**config.mk**
```make
export PLATFORM = sky130hd
export DESIGN_NAME = epoch_seconds_to_calendar_flat
export DESIGN_NICKNAME = d
export VERILOG_FILES = /design/src/rtl/ecal_pkg.sv /design/src/rtl/ecal_ifs.sv /design/src/rtl/ecal_subcmp.sv /design/src/rtl/epoch_seconds_to_calendar.sv /design/src/flat_wrapper.sv
export SDC_FILE = /design/constraint.sdc
export NUM_CORES = 1
export LEC_CHECK = 0
export BUFFER_PORTS_ARGS = -buffer_cell sky130_fd_sc_hd__buf_2
export CAP_MARGIN = 20
export CORE_ASPECT_RATIO = 1.4
export CORE_MARGIN = 5
export CORE_UTILIZATION = 45
export DETAILED_ROUTE_END_ITERATION = 7
export SYNTH_ARGS = -nofsm -noshare
export SYNTH_HDL_FRONTEND = slang
export SYNTH_SLANG_ARGS = --single-unit
```
**constraint.sdc**
```tcl
create_clock -name clk -period 9.1 [get_ports clk]
set_input_delay 1.82 -clock clk [delete_from_list [all_inputs] [get_ports clk]]
set_output_delay 1.82 -clock clk [all_outputs]
set_load 0.02 [all_outputs]
```
**src/rtl/ecal_pkg.sv**
```systemverilog
// Shared types, constants and small functions for the epoch to calendar converter.
// No dependencies; every other file in rtl imports this package.
package ecal_pkg;

    localparam int unsigned SECS_W   = 32;
    localparam int unsigned YEAR_W   = 12;
    localparam int unsigned MONTH_W  = 4;
    localparam int unsigned DAY_W    = 5;
    localparam int unsigned HOUR_W   = 5;
    localparam int unsigned MINUTE_W = 6;
    localparam int unsigned SECOND_W = 6;
    localparam int unsigned WDAY_W   = 3;

    localparam logic [31:0] DAY_SECS    = 32'd86400;
    localparam logic [31:0] HOUR_SECS   = 32'd3600;
    localparam logic [31:0] MINUTE_SECS = 32'd60;
    localparam logic [31:0] WEEK_DAYS   = 32'd7;
    localparam logic [11:0] BASE_YEAR   = 12'd1970;

    // Residues of the base year, kept as counters so the leap rule needs no divider.
    localparam logic [1:0] BASE_MOD4   = 2'd2;
    localparam logic [6:0] BASE_MOD100 = 7'd70;
    localparam logic [8:0] BASE_MOD400 = 9'd370;

    // Highest shift of the divisor in each long-division phase.
    localparam logic [3:0] DAYS_TOP_STEP = 4'd15;
    localparam logic [3:0] WDAY_TOP_STEP = 4'd13;
    localparam logic [3:0] HOUR_TOP_STEP = 4'd4;
    localparam logic [3:0] MIN_TOP_STEP  = 4'd5;

    localparam logic [3:0] LAST_MONTH = 4'd11;

    typedef enum logic [2:0] {
        S_IDLE,
        S_DAYS,
        S_WDAY,
        S_HOUR,
        S_MIN,
        S_YEAR,
        S_MONTH,
        S_DONE
    } ecal_state_t;

    // Result of the shared compare and subtract unit.
    typedef struct packed {
        logic        ge;
        logic [31:0] diff;
    } ecal_sub_t;

    // Length of month mon (0 = January) in days.
    function automatic logic [4:0] month_len(input logic [3:0] mon, input logic leap);
        logic [4:0] len;
        case (mon)
            4'd0:    len = 5'd31;
            4'd1:    len = leap ? 5'd29 : 5'd28;
            4'd2:    len = 5'd31;
            4'd3:    len = 5'd30;
            4'd4:    len = 5'd31;
            4'd5:    len = 5'd30;
            4'd6:    len = 5'd31;
            4'd7:    len = 5'd31;
            4'd8:    len = 5'd30;
            4'd9:    len = 5'd31;
            4'd10:   len = 5'd30;
            4'd11:   len = 5'd31;
            default: len = 5'd31;
        endcase
        return len;
    endfunction

    // Day zero was a Thursday; map days mod 7 onto 1 = Monday .. 7 = Sunday.
    function automatic logic [2:0] weekday_of(input logic [2:0] days_mod7);
        logic [2:0] wd;
        case (days_mod7)
            3'd0:    wd = 3'd4;
            3'd1:    wd = 3'd5;
            3'd2:    wd = 3'd6;
            3'd3:    wd = 3'd7;
            3'd4:    wd = 3'd1;
            3'd5:    wd = 3'd2;
            3'd6:    wd = 3'd3;
            default: wd = 3'd1;
        endcase
        return wd;
    endfunction

endpackage

```
**src/rtl/ecal_ifs.sv**
```systemverilog
// Valid/ready channel interfaces for the epoch input and the calendar result.
// Depends on ecal_pkg for field widths.
interface ecal_epoch_if
    import ecal_pkg::*;
();
    logic              valid;
    logic              ready;
    logic [SECS_W-1:0] epoch_seconds;

    modport source (output valid, output epoch_seconds, input ready);
    modport sink   (input valid, input epoch_seconds, output ready);
endinterface

interface ecal_date_if
    import ecal_pkg::*;
();
    logic                valid;
    logic                ready;
    logic [YEAR_W-1:0]   year;
    logic [MONTH_W-1:0]  month;
    logic [DAY_W-1:0]    day_of_month;
    logic [HOUR_W-1:0]   hour;
    logic [MINUTE_W-1:0] minute;
    logic [SECOND_W-1:0] second;
    logic [WDAY_W-1:0]   weekday;

    modport source (output valid, output year, output month, output day_of_month,
                    output hour, output minute, output second, output weekday,
                    input ready);
    modport sink   (input valid, input year, input month, input day_of_month,
                    input hour, input minute, input second, input weekday,
                    output ready);
endinterface

```
**src/rtl/ecal_subcmp.sv**
```systemverilog
// Shared 32-bit compare and subtract unit used by every phase of the converter.
// Depends on ecal_pkg for the result struct.
module ecal_subcmp
    import ecal_pkg::*;
(
    input  logic [31:0] a,
    input  logic [31:0] b,
    output ecal_sub_t   res
);

    logic [32:0] wide_diff;

    assign wide_diff = {1'b0, a} - {1'b0, b};
    assign res.ge    = ~wide_diff[32];
    assign res.diff  = wide_diff[31:0];

endmodule

```
**src/rtl/epoch_seconds_to_calendar.sv**
```systemverilog
// Converts an unsigned count of seconds since 1970-01-01 00:00:00 into the
// Gregorian date, time of day and weekday (1 = Monday .. 7 = Sunday). One item
// is worked at a time through a single 32-bit compare and subtract unit under
// a small sequencer: long divisions split off whole days, take the day count
// mod 7 and give hour and minute, then years are stepped from 1970 and months
// from January, and the result register is loaded once it is free. The input
// is ready whenever the sequencer is idle, even while a result still waits in
// the output register to be taken.
module epoch_seconds_to_calendar
    import ecal_pkg::*;
(
    input  logic               clk,
    input  logic               rst_n,
    ecal_epoch_if.sink         epoch,
    ecal_date_if.source        date
);

    ecal_state_t state_reg, state_next;

    logic [31:0] rem_reg, rem_next;
    logic [15:0] quo_reg, quo_next;
    logic [3:0]  step_reg, step_next;
    logic [15:0] days_reg, days_next;
    logic [16:0] tod_reg, tod_next;
    logic [2:0]  wmod_reg, wmod_next;
    logic [4:0]  hour_reg, hour_next;
    logic [5:0]  minute_reg, minute_next;
    logic [5:0]  second_reg, second_next;
    logic [11:0] year_reg, year_next;
    logic [1:0]  m4_reg, m4_next;
    logic [6:0]  m100_reg, m100_next;
    logic [8:0]  m400_reg, m400_next;
    logic [3:0]  mon_reg, mon_next;

    logic        out_valid_reg, out_valid_next;
    logic [YEAR_W-1:0]   out_year_reg;
    logic [MONTH_W-1:0]  out_month_reg;
    logic [DAY_W-1:0]    out_day_reg;
    logic [HOUR_W-1:0]   out_hour_reg;
    logic [MINUTE_W-1:0] out_minute_reg;
    logic [SECOND_W-1:0] out_second_reg;
    logic [WDAY_W-1:0]   out_wday_reg;

    logic        leap;
    logic        last_step;
    logic        accept;
    logic        load_out;
    logic [31:0] op_b;
    ecal_sub_t   sub;

    assign leap      = ((m4_reg == 2'd0) && (m100_reg != 7'd0)) || (m400_reg == 9'd0);
    assign last_step = (step_reg == 4'd0);
    assign accept    = epoch.valid && epoch.ready;
    assign load_out  = (state_reg == S_DONE) && (!out_valid_reg || date.ready);

    // Second operand of the shared unit: a shifted divisor during the long
    // divisions, a year length or a month length during the calendar walk.
    always_comb
    begin
        case (state_reg)
            S_DAYS:  op_b = DAY_SECS << step_reg;
            S_WDAY:  op_b = WEEK_DAYS << step_reg;
            S_HOUR:  op_b = HOUR_SECS << step_reg;
            S_MIN:   op_b = MINUTE_SECS << step_reg;
            S_YEAR:  op_b = leap ? 32'd366 : 32'd365;
            S_MONTH: op_b = {27'd0, month_len(mon_reg, leap)};
            default: op_b = 32'd0;
        endcase
    end

    ecal_subcmp u_subcmp (
        .a   (rem_reg),
        .b   (op_b),
        .res (sub)
    );

    // Next state.
    always_comb
    begin
        state_next = state_reg;
        case (state_reg)
            S_IDLE:  if (accept) state_next = S_DAYS;
            S_DAYS:  if (last_step) state_next = S_WDAY;
            S_WDAY:  if (last_step) state_next = S_HOUR;
            S_HOUR:  if (last_step) state_next = S_MIN;
            S_MIN:   if (last_step) state_next = S_YEAR;
            S_YEAR:  if (!sub.ge) state_next = S_MONTH;
            S_MONTH: if (!sub.ge || (mon_reg == LAST_MONTH)) state_next = S_DONE;
            S_DONE:  if (load_out) state_next = S_IDLE;
            default: state_next = S_IDLE;
        endcase
    end

    // Datapath updates for each phase.
    always_comb
    begin
        rem_next    = rem_reg;
        quo_next    = quo_reg;
        step_next   = step_reg;
        days_next   = days_reg;
        tod_next    = tod_reg;
        wmod_next   = wmod_reg;
        hour_next   = hour_reg;
        minute_next = minute_reg;
        second_next = second_reg;
        year_next   = year_reg;
        m4_next     = m4_reg;
        m100_next   = m100_reg;
        m400_next   = m400_reg;
        mon_next    = mon_reg;
        case (state_reg)
            S_IDLE:
            begin
                if (accept)
                begin
                    rem_next  = epoch.epoch_seconds;
                    quo_next  = 16'd0;
                    step_next = DAYS_TOP_STEP;
                end
            end
            S_DAYS, S_WDAY, S_HOUR, S_MIN:
            begin
                // One restoring division step: keep the difference when it fits.
                if (sub.ge)
                begin
                    rem_next = sub.diff;
                end
                quo_next  = {quo_reg[14:0], sub.ge};
                step_next = step_reg - 4'd1;
                if (last_step)
                begin
                    quo_next = 16'd0;
                    case (state_reg)
                        S_DAYS:
                        begin
                            days_next = {quo_reg[14:0], sub.ge};
                            tod_next  = sub.ge ? sub.diff[16:0] : rem_reg[16:0];
                            rem_next  = {16'd0, quo_reg[14:0], sub.ge};
                            step_next = WDAY_TOP_STEP;
                        end
                        S_WDAY:
                        begin
                            wmod_next = sub.ge ? sub.diff[2:0] : rem_reg[2:0];
                            rem_next  = {15'd0, tod_reg};
                            step_next = HOUR_TOP_STEP;
                        end
                        S_HOUR:
                        begin
                            hour_next = {quo_reg[3:0], sub.ge};
                            step_next = MIN_TOP_STEP;
                        end
                        default:
                        begin
                            minute_next = {quo_reg[4:0], sub.ge};
                            second_next = sub.ge ? sub.diff[5:0] : rem_reg[5:0];
                            rem_next    = {16'd0, days_reg};
                            year_next   = BASE_YEAR;
                            m4_next     = BASE_MOD4;
                            m100_next   = BASE_MOD100;
                            m400_next   = BASE_MOD400;
                        end
                    endcase
                end
            end
            S_YEAR:
            begin
                if (sub.ge)
                begin
                    rem_next  = sub.diff;
                    year_next = year_reg + 12'd1;
                    m4_next   = m4_reg + 2'd1;
                    m100_next = (m100_reg == 7'd99) ? 7'd0 : m100_reg + 7'd1;
                    m400_next = (m400_reg == 9'd399) ? 9'd0 : m400_reg + 9'd1;
                end
                else
                begin
                    mon_next = 4'd0;
                end
            end
            S_MONTH:
            begin
                // December takes whatever is left; earlier months subtract while they fit.
                if (sub.ge && (mon_reg != LAST_MONTH))
                begin
                    rem_next = sub.diff;
                    mon_next = mon_reg + 4'd1;
                end
            end
            default:
            begin
            end
        endcase
    end

    always_comb
    begin
        if (load_out)
        begin
            out_valid_next = 1'b1;
        end
        else if (date.ready)
        begin
            out_valid_next = 1'b0;
        end
        else
        begin
            out_valid_next = out_valid_reg;
        end
    end

    always_ff @(posedge clk or negedge rst_n)
    begin
        if (!rst_n)
        begin
            state_reg     <= S_IDLE;
            out_valid_reg <= 1'b0;
        end
        else
        begin
            state_reg     <= state_next;
            out_valid_reg <= out_valid_next;
        end
    end

    always_ff @(posedge clk)
    begin
        rem_reg    <= rem_next;
        quo_reg    <= quo_next;
        step_reg   <= step_next;
        days_reg   <= days_next;
        tod_reg    <= tod_next;
        wmod_reg   <= wmod_next;
        hour_reg   <= hour_next;
        minute_reg <= minute_next;
        second_reg <= second_next;
        year_reg   <= year_next;
        m4_reg     <= m4_next;
        m100_reg   <= m100_next;
        m400_reg   <= m400_next;
        mon_reg    <= mon_next;
        if (load_out)
        begin
            out_year_reg   <= year_reg;
            out_month_reg  <= mon_reg + 4'd1;
            out_day_reg    <= rem_reg[4:0] + 5'd1;
            out_hour_reg   <= hour_reg;
            out_minute_reg <= minute_reg;
            out_second_reg <= second_reg;
            out_wday_reg   <= weekday_of(wmod_reg);
        end
    end

    assign epoch.ready       = (state_reg == S_IDLE);
    assign date.valid        = out_valid_reg;
    assign date.year         = out_year_reg;
    assign date.month        = out_month_reg;
    assign date.day_of_month = out_day_reg;
    assign date.hour         = out_hour_reg;
    assign date.minute       = out_minute_reg;
    assign date.second       = out_second_reg;
    assign date.weekday      = out_wday_reg;

    // The year walk never passes the last year a 32-bit count can reach.
    a_year_bound: assert property (@(posedge clk) disable iff (!rst_n)
        (state_reg == S_YEAR) |-> (year_reg <= 12'd2106))
        else $error("year walk ran past 2106");

    // The month walk stops at December.
    a_month_bound: assert property (@(posedge clk) disable iff (!rst_n)
        (state_reg == S_MONTH) |-> (mon_reg <= LAST_MONTH))
        else $error("month index out of range");

    // Hour, minute and second from the divisions stay in range before the calendar walk.
    a_time_bound: assert property (@(posedge clk) disable iff (!rst_n)
        (state_reg == S_YEAR) |-> ((hour_reg < 5'd24) && (minute_reg < 6'd60)
                                   && (second_reg < 6'd60)))
        else $error("time of day out of range");

    // A new result only appears right after the sequencer finished an item.
    a_result_source: assert property (@(posedge clk) disable iff (!rst_n)
        $rose(date.valid) |-> $past(state_reg == S_DONE))
        else $error("result raised without a finished item");

endmodule

```
**src/flat_wrapper.sv**
```systemverilog
// flat-port wrapper written by rule: the top's interface ports become plain ports
module epoch_seconds_to_calendar_flat import ecal_pkg::*;
  (clk, rst_n, epoch_valid, epoch_epoch_seconds, epoch_ready, date_valid, date_year, date_month, date_day_of_month, date_hour, date_minute, date_second, date_weekday, date_ready);
  ecal_epoch_if epoch_i ();
  ecal_date_if date_i ();
  input  logic clk;
  input  logic rst_n;
  input wire logic [$bits(epoch_i.valid)-1:0] epoch_valid;
  input wire logic [$bits(epoch_i.epoch_seconds)-1:0] epoch_epoch_seconds;
  output wire logic [$bits(epoch_i.ready)-1:0] epoch_ready;
  output wire logic [$bits(date_i.valid)-1:0] date_valid;
  output wire logic [$bits(date_i.year)-1:0] date_year;
  output wire logic [$bits(date_i.month)-1:0] date_month;
  output wire logic [$bits(date_i.day_of_month)-1:0] date_day_of_month;
  output wire logic [$bits(date_i.hour)-1:0] date_hour;
  output wire logic [$bits(date_i.minute)-1:0] date_minute;
  output wire logic [$bits(date_i.second)-1:0] date_second;
  output wire logic [$bits(date_i.weekday)-1:0] date_weekday;
  input wire logic [$bits(date_i.ready)-1:0] date_ready;
  assign epoch_i.valid = epoch_valid;
  assign epoch_i.epoch_seconds = epoch_epoch_seconds;
  assign epoch_ready = epoch_i.ready;
  assign date_valid = date_i.valid;
  assign date_year = date_i.year;
  assign date_month = date_i.month;
  assign date_day_of_month = date_i.day_of_month;
  assign date_hour = date_i.hour;
  assign date_minute = date_i.minute;
  assign date_second = date_i.second;
  assign date_weekday = date_i.weekday;
  assign date_i.ready = date_ready;
  epoch_seconds_to_calendar u_core (.clk(clk), .rst_n(rst_n), .epoch(epoch_i), .date(date_i));
endmodule
```
; Word level (Yosys, flattened, before mapping)
; Index checks and enable logic that the tools add are counted.
[word_totals]
register_bits = 183
latch_bits = 0
ramBits = 0
mem_bits_ro = 0
in_bits = 36
word_cells = 154
n_memories = 0
[op_classes]
addsub = 8
n_mul = 0
div_mod_pow = 0
order_cmp = 0
eq_ne = 33
shifts = 4
mux = 53
bitwise = 2
reduce_logical = 31
[ops]
columns = cell, count
row1 = one-hot mux 32 bit (6 select lines), 1
row2 = two-way mux 32 bit, 4
row3 = one-hot mux 32 bit (4 select lines), 1
row4 = one-hot mux 32 bit (3 select lines), 1
row5 = two-way mux 12 bit, 3
row6 = two-way mux 9 bit, 4
row7 = subtractor 32 x 32 -> 33 bit, 1
row8 = left shift 12 x 4 -> 32 bit (first input constant), 1
row9 = left shift 17 x 4 -> 32 bit (first input constant), 1
row10 = left shift 3 x 4 -> 32 bit (first input constant), 1
row11 = left shift 6 x 4 -> 32 bit (first input constant), 1
row12 = two-way mux 15 bit, 2
row13 = one-hot mux 15 bit (2 select lines), 1
row14 = two-way mux 7 bit, 4
row15 = two-way mux 3 bit, 9
row16 = one-hot mux 12 bit (2 select lines), 1
row17 = one-hot mux 3 bit (8 select lines), 1
row18 = equality test 3 bit (second input constant), 6
row19 = one-hot mux 3 bit (6 select lines), 1
row20 = one-hot mux 9 bit (2 select lines), 1
row21 = AND reduction 3 bit, 6
row22 = two-way mux 17 bit, 1
row23 = two-way mux 4 bit, 4
row24 = != test 2 x 1 -> 1 bit (second input constant), 8
row25 = 41 further kinds, 67

; Longest topological paths before layout
[logic_depth]
depth_word = 11
ltp_mapped = 24

; Cells and area by module
; A second synthesis with hierarchy kept.
[hier_totals]
hier_cells = 1012
hier_area_um2 = 10867.9
[by_module_without_submodules]
columns = module, n_inst, cells_each, area_per_inst_um2
row1 = epoch_seconds_to_calendar, 1, 768, 9157.5
row2 = ecal_subcmp, 1, 244, 1710.4

; Least setup slack after synthesis
; No wires, ideal clock.
[synth_timing]
path_type = register to register
from = register u_core.state_reg[0]
to = register u_core.m100_reg[0] (enable)
t_arrival_ns = 6.034
setup_slack_ns = 2.599
stages_incl_launch_ff = 20
n_path_buf = 4
period_less_slack_ns = 6.501
path_cell_list = dfrtp_1 inv_1 ha_1 clkbuf_1 nor2b_1 clkbuf_1 a21oi_1 o21ai_0 o21ai_0 nand2_1 o211ai_1 ha_1 buf_2 nand4_1 or3_1 o21ai_1 a31o_4 nor2_8 clkbuf_1 a221oi_1
[synth_via]
elab_chain_cells = 5
elab_cells_between_ends = 15
[synth_lines]
columns = item, line_no
row1 = start: declaration, epoch_seconds_to_calendar.sv:18  ; ecal_state_t state_reg, state_next;
row2 = start signal: assignment, epoch_seconds_to_calendar.sv:220  ; state_reg <= state_next;
row3 = equality test 3 bit (tied with other cells), epoch_seconds_to_calendar.sv:60  ; case (state_reg)
row4 = one-hot mux 32 bit (6 select lines), epoch_seconds_to_calendar.sv:60
row5 = subtractor 32 x 32 -> 33 bit, ecal_subcmp.sv:13  ; assign wide_diff = {1'b0, a} - {1'b0, b};
row6 = != test 2 bit (no line), -
row7 = AND reduction 4 bit (no line) (*), -
row8 = end signal: assignment, epoch_seconds_to_calendar.sv:238  ; m100_reg <= m100_next;
row9 = end: declaration, epoch_seconds_to_calendar.sv:31  ; logic [6:0] m100_reg, m100_next;
; Mark *: on every way between the ends. The rest lies on a longest branch, timed or not.
; A chain may end at the register's enable or synchronous reset.

; Worst setup path in the final report
[layout_timing]
from = register u_core.state_reg[0]
to = register u_core.rem_reg[31] (enable)
[layout_via]
elab_chain_cells = 7
elab_cells_between_ends = 17
[layout_lines]
columns = item, line_no
row1 = equality test 3 bit (tied with other cells), "epoch_seconds_to_calendar.sv:60, epoch_seconds_to_calendar.sv:111"
row2 = one-hot mux 32 bit (6 select lines), epoch_seconds_to_calendar.sv:60
row3 = subtractor 32 x 32 -> 33 bit, ecal_subcmp.sv:13
row4 = inverter 1 bit, ecal_subcmp.sv:14  ; assign res.ge = ~wide_diff[32];
row5 = logical AND 1 bit, epoch_seconds_to_calendar.sv:183  ; if (sub.ge && (mon_reg != LAST_MONTH))
row6 = != test 2 x 1 -> 1 bit (no line), -
row7 = AND reduction 3 bit (no line) (*), -
row8 = end signal: assignment, epoch_seconds_to_calendar.sv:227  ; rem_reg <= rem_next;
row9 = end: declaration, epoch_seconds_to_calendar.sv:20  ; logic [31:0] rem_reg, rem_next;
; Marked as above.

==> metrics.yaml <==
fmax_mhz: 161
yosys_register_bits: 183
finClkSkew_ps: 10.7
syn_inst: 1016
grt_usage_pct: 19.9
synthMuxAreaShare_pct: 2.22
insertion_delay_ps: 440
pin_count: 79
total_power_mw: 2.09
rsz0062_at_grt: "no"
cp_slowest_cell: "nor2b_1"
slew_headroom_pct: 26.6
worst_slew_pin_slew_ps: 1100
antenna_found_initial: 0
crit_path_max_fanout: 24
ys.flop_type: "edfxtp_1"
setup_viol: 0
finalHoldViolCount: 0
maxSlewViolCount: 0
gp_congestion: 0.950
num_antenna_cells: 0
cts_sinks: 183
required_ps: 9230
cts_setup_buffers: 0
overflow: 0
drtPass1Iterations: 5
die_x_um: 140
largest_register_ffs: 32
clkTransAtPathRegs_ps: 70
grt_pass1_vias: 7837
cts_resized: 0
hold_class: "reg2reg"
cp_data_arrival_time_ps: 6320
syn-num-nets: 1101
vias: 8118
drive_gt1_share_pct: 15.2
synth_xor_area_share_pct: 4.01
syn_avg_cell_area_um2: 10.5
yosysSeqAreaShare_pct: 51.2
path_cells: "inv_1 -> ha_1 -> nor2b_1 -> a21oi_1 -> o21ai_0 -> o21ai_0 -> nand2_1 -> o211ai_1 -> ha_1 -> nand4_1 -> or3_1 -> o21ai_1 -> a31o_4 -> nor2_8 -> inv_2 -> nand2_1 -> nand2_1 -> buf_4"
leakagePower_nw: 4.37
regArea_um2: 5480
port_buffers: 78
finalCriticalPeriod_ps: 6190
synth-simple-area-share_pct: 16.1
die_area_um2: 27000
antenna_left: 0
pwr_density_cell_nw_per_um2: 175
multiInputGateArea_um2: 4930
cts_tree: "done"
crit_path_end_kind: "flip-flop"
syn_to_final_growth_pct: 12.1
vias_per_cell: 5.84
die_height_um: 192
core_area_um2: 23400
max_stage_delay_ps: 910
place_hpwl_mm: 19.2
n_fill_cell: 2126
synth_area_um2: 10700
peakVddDrop_mv: 0.136
met3_usage_pct: 3.30
cts_buffer_depth: 2
crit_path_frequent_cell: "nand2_1"
fp-row-count: 66
met1_usage_pct: 24.8
hold_buffers: 0
min_period_over_period_pct: 68.1
synth_edf_count: 179
synth_top_family_by_area: "compound AO/OA/AOI/OAI gates"
nets: 1157
grt_max_degree: 42
synthArstFlopShare_pct: 2.19
htreeDepth: 4
routedWlPerCell_um: 19.4
drv_cap: 0
first_iter_violations: 585
synth_cell_types: 74
initial_core_util_pct: 45.8
grt_pass1_wl_mm: 42.5
final_cell_mix: "edfxtp_1 (179), nand2_1 (107), nor2_1 (102)"
clockRootBuffer: "clkbuf_16"
setup_tns_ps: 0
cts_made_buffers: 17
synth-compound-area-share_pct: 17.6
final_util_pct: 51.3
status: "completed"
drt_wl_total_mm: 27.0
drc: 0
synth_fa_ha_area_share_pct: 5.80
start_kind: "flip-flop"
grtUsageMet2_pct: 34.9
grt.busiest_layer: "met2"
critPathKind: "reg2reg"
yosysWarnings: 0
final_common_cell: "edfxtp_1"
through the flow:
step	std cells	setup slack [ps]	instance area, um2	hold WS [ps]
final	1391	2910	12000	420
after global routing	1391	2480	12000	426
after CTS	1389	2830	11900	422
after detailed placement	1357	2820	11400	405
after global placement	1357	3020	11400	401
after floorplan	1016	2600	10700	400
critical path: cells and delay by family (launching register included):
kind	cells	cell delay (ps)
simple gates	7	2370
flops	1	400
compound gates	6	1350
buf+inv	3	920
fa+ha+maj	2	820
cell usage after synthesis (all sizes together) (3+ instances only):
master	n	area, um2
a21o	19	143
and2	9	56.3
a221o	5	50.1
xor2	19	166
mux2i	5	50.1
inv	22	82.6
or2	4	25.0
nand2b	17	106
a22oi	11	82.6
o221ai	5	43.8
nor3b	3	22.5
o31a	3	26.3
a222oi	15	150
nor2	105	413
nand3	37	185
dfrtp	4	100
o2bb2ai	14	173
o22ai	6	37.5
nor3	21	105
a21oi	60	300
buf	13	75.1
a211oi	10	75.1
mux2	14	188
o21a	9	67.6
nor2b	17	106
clkbuf	43	163
o211ai	7	52.6
edfxtp	179	5380
a31oi	11	75.1
o31ai	6	45.0
nor4	4	31.3
and3	20	125
a31o	3	35.0
or3	6	37.5
ha	48	601
nand2	107	402
o21ai	67	335
xnor2	30	263
nand4	11	68.8
report_power, final:
part,total [mW],internal (mW),switching [mW]
clock,0.729,0.384,0.345
sequential,0.982,0.965,0.0172
combinational,0.383,0.149,0.234
total,2.09,1.50,0.597
metal layers:
metal  routed length [um]  part of all wire, %
met2                13400                   50
met5                    0                    0
met1                11400                   42
met4                  825                  3.1
met3                 1380                  5.1
worst paths after layout:
path | cells after the start | endpoint | startpoint | slack (ps)
min reg2reg | 0 | u_core.date.second[4] | u_core.second_reg[4] | 420
min | 0 | u_core.date.second[4] | u_core.second_reg[4] | 420
min in group asynchronous | 1 | u_core.date.valid | rst_n | 1190
max in group asynchronous | 1 | u_core.state_reg[0] | rst_n | 7780
max | 18 | u_core.rem_reg[31] | u_core.state_reg[0] | 2910
max reg2reg | 18 | u_core.rem_reg[31] | u_core.state_reg[0] | 2910
logic make-up (layout without fill, tap and decap cells):
kind of cell / Yosys count / in the layout
fa+ha+maj: 49 / 49
compound gates: 272 / 272
mux: 19 / 19
xor+xnor: 49 / 49
flops: 183 / 183
simple gates: 366 / 366
buf+inv: 78 / 147
final cells by class:
cell class	instances	area share [%]
flip-flops and latches	183	45.7
multi-input cells	755	41.2
repair buffers	93	4.47
clock buffers	17	3.55
well taps	306	3.19
clock inverters	15	1.25
inverters	22	0.689
No activity file was read; power rests on OpenSTA's default activity.
